## config.mk

```make
export PLATFORM = sky130hd
export DESIGN_NAME = sine_mixer_audio_descrambler_top
export DESIGN_NICKNAME = d
export VERILOG_FILES = /design/src/rtl/smad_pkg.sv /design/src/rtl/smad_phase.sv /design/src/rtl/smad_mix.sv /design/src/rtl/sine_mixer_audio_descrambler_top.sv
export SDC_FILE = /design/constraint.sdc
export NUM_CORES = 1
export LEC_CHECK = 0
export ABC_AREA = 1
export BUFFER_PORTS_ARGS = -buffer_cell sky130_fd_sc_hd__buf_4
export CAP_MARGIN = 20
export CELL_PAD_IN_SITES_DETAIL_PLACEMENT = 0
export CELL_PAD_IN_SITES_GLOBAL_PLACEMENT = 2
export CORE_AREA = 10 10 219 169
export CTS_CLUSTER_DIAMETER = 40
export DETAILED_ROUTE_END_ITERATION = 7
export DIE_AREA = 0 0 229 179
export HOLD_SLACK_MARGIN = 0.05
export PLACE_DENSITY_LB_ADDON = 0.12
export RECOVER_POWER = 25
export SLEW_MARGIN = 15
export SYNTH_ARGS = -nofsm -noshare
export SYNTH_HDL_FRONTEND = slang
export SYNTH_SLANG_ARGS = --single-unit
```

## constraint.sdc

```tcl
create_clock -name clk -period 14.5 [get_ports clk]
set_input_delay 2.9 -clock clk [delete_from_list [all_inputs] [get_ports clk]]
set_output_delay 2.9 -clock clk [all_outputs]
set_load 0.02 [all_outputs]
```

## src/rtl/smad_pkg.sv

```systemverilog
package smad_pkg;

  localparam int PHASE_W = 32;
  localparam int STEP_W = 32;
  localparam int TAB_BITS = 10;
  localparam int SAMPLE_W = 8;
  localparam int SINE_W = 15;
  localparam int QUARTER = 2 ** (TAB_BITS - 2);
  localparam int ADDR_W = TAB_BITS - 2;

  localparam logic [STEP_W-1:0] STEP_RESET = STEP_W'(64'd1246611823);
  localparam logic [63:0] HALF_PI_Q30 = 64'd1686629713;

  typedef logic [SINE_W-1:0] qtab_t [QUARTER];

  // quarter-wave sine by taylor series in q2.30, rounded to unsigned q0.15
  function automatic logic [SINE_W-1:0] quarter_sine(input int unsigned r);
    logic [63:0] x;
    logic [63:0] x2;
    logic [63:0] term;
    longint sum;
    longint q;
    x = (HALF_PI_Q30 * 64'(r)) >> ADDR_W;
    x2 = (x * x) >> 30;
    term = x;
    sum = longint'(x);
    term = ((term * x2) >> 30) / 64'd6;
    sum = sum - longint'(term);
    term = ((term * x2) >> 30) / 64'd20;
    sum = sum + longint'(term);
    term = ((term * x2) >> 30) / 64'd42;
    sum = sum - longint'(term);
    term = ((term * x2) >> 30) / 64'd72;
    sum = sum + longint'(term);
    term = ((term * x2) >> 30) / 64'd110;
    sum = sum - longint'(term);
    term = ((term * x2) >> 30) / 64'd156;
    sum = sum + longint'(term);
    term = ((term * x2) >> 30) / 64'd210;
    sum = sum - longint'(term);
    term = ((term * x2) >> 30) / 64'd272;
    sum = sum + longint'(term);
    if (sum < 0) begin
      sum = 0;
    end
    q = (sum + 64'sd16384) >>> 15;
    if (q > 64'sd32767) begin
      q = 64'sd32767;
    end
    return q[SINE_W-1:0];
  endfunction

  function automatic qtab_t build_qtab();
    qtab_t t;
    for (int i = 0; i < QUARTER; i++) begin
      t[i] = quarter_sine(i);
    end
    return t;
  endfunction

  localparam qtab_t QTAB = build_qtab();
  localparam logic [SINE_W-1:0] QTOP = quarter_sine(QUARTER);

endpackage

```

## src/rtl/smad_phase.sv

```systemverilog
module smad_phase (
  input  logic                              clk,
  input  logic                              rst,
  input  logic                              cfg_we,
  input  logic [smad_pkg::STEP_W-1:0]       cfg_data,
  input  logic                              advance,
  output logic [smad_pkg::TAB_BITS-1:0]     idx
);

  logic [smad_pkg::STEP_W-1:0]  phase_step;
  logic [smad_pkg::PHASE_W-1:0] carrier_phase;
  logic [smad_pkg::PHASE_W-1:0] carrier_phase_next;

  assign carrier_phase_next = carrier_phase + smad_pkg::PHASE_W'(phase_step);
  assign idx = carrier_phase[smad_pkg::PHASE_W-1 -: smad_pkg::TAB_BITS];

  always_ff @(posedge clk) begin
    if (rst) begin
      phase_step    <= smad_pkg::STEP_RESET;
      carrier_phase <= '0;
    end else begin
      if (cfg_we) begin
        phase_step <= cfg_data;
      end
      if (advance) begin
        carrier_phase <= carrier_phase_next;
      end
    end
  end

  a_phase_hold: assert property (@(posedge clk) disable iff (rst)
    !advance |=> $stable(carrier_phase))
    else $error("phase moved without a request");

  a_phase_step: assert property (@(posedge clk) disable iff (rst)
    advance |=> carrier_phase == $past(carrier_phase_next))
    else $error("phase did not advance by the step");

endmodule

```

## src/rtl/smad_mix.sv

```systemverilog
module smad_mix (
  input  logic [smad_pkg::SAMPLE_W-1:0] sample,
  input  logic [smad_pkg::TAB_BITS-1:0] idx,
  output logic [smad_pkg::SAMPLE_W-1:0] mixed
);

  localparam int PROD_W = smad_pkg::SAMPLE_W + smad_pkg::SINE_W;

  logic [1:0]                      quad;
  logic [smad_pkg::ADDR_W-1:0]     r;
  logic [smad_pkg::ADDR_W-1:0]     addr;
  logic [smad_pkg::SINE_W-1:0]     sine_mag;
  logic [smad_pkg::SAMPLE_W-1:0]   cmag;
  logic                            neg;
  logic [PROD_W-1:0]               prod;
  logic [smad_pkg::SAMPLE_W-1:0]   m;
  logic [smad_pkg::SAMPLE_W-1:0]   mid;

  assign quad = idx[smad_pkg::TAB_BITS-1 -: 2];
  assign r    = idx[smad_pkg::ADDR_W-1:0];
  // mirrored quadrants read the table backwards
  assign addr = quad[0] ? (~r + 1'b1) : r;

  always_comb begin
    if (quad[0] && (r == '0)) begin
      sine_mag = smad_pkg::QTOP;
    end else begin
      sine_mag = smad_pkg::QTAB[addr];
    end
  end

  assign mid  = smad_pkg::SAMPLE_W'(1) << (smad_pkg::SAMPLE_W - 1);
  assign cmag = sample[smad_pkg::SAMPLE_W-1] ? (sample - mid) : (mid - sample);
  assign neg  = ~sample[smad_pkg::SAMPLE_W-1] ^ quad[1];
  assign prod = PROD_W'(cmag) * PROD_W'(sine_mag);
  // truncation toward zero on the magnitude
  assign m     = prod[PROD_W-1 -: smad_pkg::SAMPLE_W];
  assign mixed = neg ? (mid - m) : (mid + m);

endmodule

```

## src/rtl/sine_mixer_audio_descrambler_top.sv

```systemverilog
// pipeline: an accepted request is registered in the s1 stage, then mixed and registered at the output
// throughput: one request per cycle, in and out, when the output is not stalled
// the carrier phase advances once per accepted request; the sine table is constant logic
// reset: synchronous, clears both pipeline valids, phase to zero, step to its default
module sine_mixer_audio_descrambler_top (
  input  logic                          clk,
  input  logic                          rst,
  input  logic                          cfg_we,
  input  logic [smad_pkg::STEP_W-1:0]   cfg_data,
  input  logic                          in_valid,
  output logic                          in_ready,
  input  logic [smad_pkg::SAMPLE_W-1:0] sample_in,
  output logic                          out_valid,
  input  logic                          out_ready,
  output logic [smad_pkg::SAMPLE_W-1:0] sample_out
);

  logic                          s1_valid;
  logic [smad_pkg::SAMPLE_W-1:0] s1_sample;
  logic [smad_pkg::TAB_BITS-1:0] s1_idx;
  logic [smad_pkg::TAB_BITS-1:0] idx;
  logic [smad_pkg::SAMPLE_W-1:0] mixed;
  logic                          s1_adv;
  logic                          in_acc;

  assign s1_adv   = ~out_valid | out_ready;
  assign in_ready = ~s1_valid | s1_adv;
  assign in_acc   = in_valid & in_ready;

  smad_phase u_phase (
    .clk      (clk),
    .rst      (rst),
    .cfg_we   (cfg_we),
    .cfg_data (cfg_data),
    .advance  (in_acc),
    .idx      (idx)
  );

  smad_mix u_mix (
    .sample (s1_sample),
    .idx    (s1_idx),
    .mixed  (mixed)
  );

  always_ff @(posedge clk) begin
    if (rst) begin
      s1_valid  <= 1'b0;
      out_valid <= 1'b0;
    end else begin
      if (in_ready) begin
        s1_valid <= in_valid;
      end
      if (s1_adv) begin
        out_valid <= s1_valid;
      end
    end
    if (in_acc) begin
      s1_sample <= sample_in;
      s1_idx    <= idx;
    end
    if (s1_adv && s1_valid) begin
      sample_out <= mixed;
    end
  end

  a_reset_empty: assert property (@(posedge clk)
    rst |=> !s1_valid && !out_valid)
    else $error("pipeline not empty after reset");

  a_s1_hold: assert property (@(posedge clk) disable iff (rst)
    s1_valid && !s1_adv |=> s1_valid && $stable(s1_sample) && $stable(s1_idx))
    else $error("stalled input stage lost its request");

  a_out_source: assert property (@(posedge clk) disable iff (rst)
    $rose(out_valid) |-> $past(s1_valid))
    else $error("result appeared without a request behind it");

  a_ready_rule: assert property (@(posedge clk) disable iff (rst)
    s1_valid && out_valid && !out_ready |-> !in_ready)
    else $error("request taken with the pipeline full");

endmodule
```

==> results.json <==
{
  "detailedRoute.firstPassIterationCount": 6,
  "via_count": 12964,
  "ys_ff_latch": 92,
  "cts_sinks": 92,
  "grt_pass1_vias": 12732,
  "netlist.area_leader.share": 0.145,
  "leakage_nw": 7.03,
  "avgRoutedWirePerCell_microns": 20.7,
  "wirelength_mm": 49.2,
  "seqCellArea_sq_um": 2100,
  "io_pins": 55,
  "post_cts_buffers": 0,
  "die_y_microns": 179,
  "status": "complete, but fails checks",
  "synthAdderAreaFrac": 0.220,
  "seqPwrFrac": 0.109,
  "syn_inst": 1907,
  "yosysUniqueCellTypes": 58,
  "crit_type": "register to register",
  "initial_core_util": 0.373,
  "cp-startpoint": "s1_idx[0]$_DFFE_PP_",
  "crit_top_cell": "nand2_1",
  "holdCritStartpoint": "u_phase.carrier_phase[31]$_SDFFE_PP0P_",
  "globalRouteOverflowTotal": 0,
  "fin_nets": 2137,
  "most-common-layout-cells": "nand2_1 (474), inv_1 (281), nor2_1 (236)",
  "numCtsBuffers": 9,
  "swShare": 0.586,
  "synth_xor_area_frac": 0.0263,
  "core_sq_um": 32900,
  "place_congestion": 1.01,
  "hold_violations": 0,
  "worstPathRequired_ps": 14600,
  "die_w_microns": 229,
  "layout_commonest_cell": "nand2_1",
  "end_kind": "register",
  "cts_tree": "yes",
  "synthSimpleGateAreaFrac": 0.298,
  "hold_buffers": 0,
  "tightest_slew_ps": 1810,
  "synth_warnings": 0,
  "worstSetupStartpointType": "register",
  "setup_viol": 0,
  "max_freq_ghz": 0.108,
  "synth_compound_area_frac": 0.170,
  "p_int_mw": 1.38,
  "cts-root-buf": "clkbuf_16",
  "slowest_stage": "nor3_1",
  "slew_headroom": -0.206,
  "diodes": 0,
  "layout-drive-gt1-share": 0.0628,
  "violations": "max-capacitance violations, max-slew violations",
  "synthFlopType": "dfxtp_1",
  "track_usage": 0.238,
  "final_max_slew_viol_count": 33,
  "drc_errors": 0,
  "htreeDepth": 3,
  "clk_latency_ps": 340,
  "final_area_sq_um": 13400,
  "synth_area_leaders": "nand2_1 (14%), fa_1 (13%), dfxtp_1 (11%)",
  "synth_area_per_cell_sq_um": 6.45,
  "post_dp_cell_area_sq_um": 13100,
  "p_per_area_nw_per_um2": 249,
  "cp_max_fo": 33,
  "ctsResizeCount": 0,
  "nFillCells": 3722,
  "drtAntennaViolNets": 0,
  "reg2reg_from": "s1_idx[0]$_DFFE_PP_",
  "grt_max_degree": 56,
  "hp-class": "register to register",
  "p_sw_mw": 1.96,
  "fin_crit_ps": 9290,
  "rsz0062_at_grt": "false",
  "grt_first_pass_wirelength_mm": 75.9,
  "finalSetupTns_ps": 0,
  "yosys-mux-area-fraction": 0,
  "hpwlAfterDp_mm": 38.3,
  "clkSlewWorstSetupHoldPaths_ps": 70,
  "drt_iter0_markers": 1400,
  "syn-num-nets": 2122,
  "holdWs_ps": 453,
  "avgViaCountPerCell": 5.45,
  "arrival_ps": 9390,
  "yosysSeqAreaShare": 0.171,
  "synth_edf_count": 26,
  "ir_drop_mv": 0.258,
  "antenna_found_initial": 0,
  "synth_top_family_by_area": "simple AND/OR/NAND/NOR gates",
  "io_buffers": 54,
  "synth_top_cell_by_area": "nand2_1",
  "die-area_sq_um": 41000,
  "share_comb_of_total_power": 0.820,
  "clockPowerShare": 0.071,
  "syn2layout_area_growth_pct": 8.95,
  "final.setup_skew_ps": 14.1,
  "rows": 58,
  "fin_crit_sh": 0.641,
  "synth.cell_area_sq_um": 12300,
  "multi_input_comb_area_sq_um": 8790,
  "ys_async_sr_fraction": 0,
  "max_cap_violations": 1,
  "cts.path.max_buffers": 2,
  "slowest_delay_ps": 690
}
## final timing paths
| path | endpoint | slack (ps) | cells after the start |
|---|---|---|---|
| worst max-delay path | sample_out[7]$_DFFE_PP_ | 5210 | 36 |
| worst min-delay path | u_phase.carrier_phase[31]$_SDFFE_PP0P_ | 450 | 1 |
| worst max register to register | sample_out[7]$_DFFE_PP_ | 5210 | 36 |
| worst min register to register | u_phase.carrier_phase[31]$_SDFFE_PP0P_ | 450 | 1 |
## final cells by class
class,count,area share
inverters,293,0.0821
multi-input cells,1452,0.656
clock buffers,9,0.0168
flip-flops and latches,92,0.157
well taps,450,0.0420
repair buffers,74,0.0407
clock inverters,7,0.00551
## layer usage
metal  vias up  GRT usage  routed length [microns]
met2       588      0.340                    19400
met1      6070      0.338                    23200
li1       6200          -                        -
met4         0     0.0779                     1620
met3       106     0.0644                     5040
met5         -          0                        0
## metrics by stage
step	power (mW)	setup slack, ps	utilization	cells
2_1_floorplan	2.31	7240	-	1907
3_3_place_gp	3.06	5400	0.398	2359
3_5_place_dp	3.03	5490	0.398	2359
4_1_cts	3.29	5460	0.407	2375
5_1_grt	3.75	4520	0.407	2377
6_report	3.34	5210	0.407	2377
## cell families after synthesis
logic type	after synthesis
compound gates	359
xor+xnor	37
fa+ha+maj	170
buf+inv	363
flops	92
simple gates	886
## cell usage after synthesis, drive strengths merged, types with 3 or more instances
| cell | instances |
|---|---|
| nand3 | 116 |
| dfxtp | 66 |
| nand2 | 488 |
| nand3b | 4 |
| o311ai | 4 |
| o21a | 8 |
| clkbuf | 32 |
| o221ai | 9 |
| xnor2 | 7 |
| a31oi | 11 |
| nand4 | 14 |
| inv | 289 |
| xor2 | 30 |
| o21ai | 142 |
| o31ai | 5 |
| o21bai | 5 |
| fa | 78 |
| a21oi | 110 |
| a22oi | 3 |
| a211oi | 7 |
| ha | 92 |
| clkinv | 4 |
| nor2 | 241 |
| buf | 38 |
| a221oi | 6 |
| a21boi | 6 |
| nor3 | 16 |
| o2111ai | 9 |
| edfxtp | 26 |
| o22ai | 9 |
| or2 | 4 |
| o211ai | 13 |
## flip-flops by register name (all words and copies together), names as in the netlist
signal / flops
s1_valid: 1
sample_out: 8
u_phase.phase_step: 32
s1_sample: 8
out_valid: 1
u_phase.carrier_phase: 32
s1_idx: 10
## worst max-delay path, delay by kind of cell (launching register included)
kind / cells / cell delay, ps
AND/OR/NAND/NOR: 13 / 2700
adder cells (fa/ha/maj): 6 / 2560
AO/OA/AOI/OAI: 7 / 1600
buffers and inverters: 9 / 1300
flip-flops: 1 / 590
XOR/XNOR: 1 / 290
## power by group through the flow
stage / Sequential [mW] / Clock [mW] / Combinational [mW]
after floorplan: 0.376 / 0 / 1.94
after global placement: 0.367 / 0 / 2.70
after detailed placement: 0.368 / 0 / 2.66
after CTS: 0.363 / 0.244 / 2.69
after global routing: 0.368 / 0.254 / 3.13
final: 0.363 / 0.238 / 2.74
(Power assumes the default switching activity.)
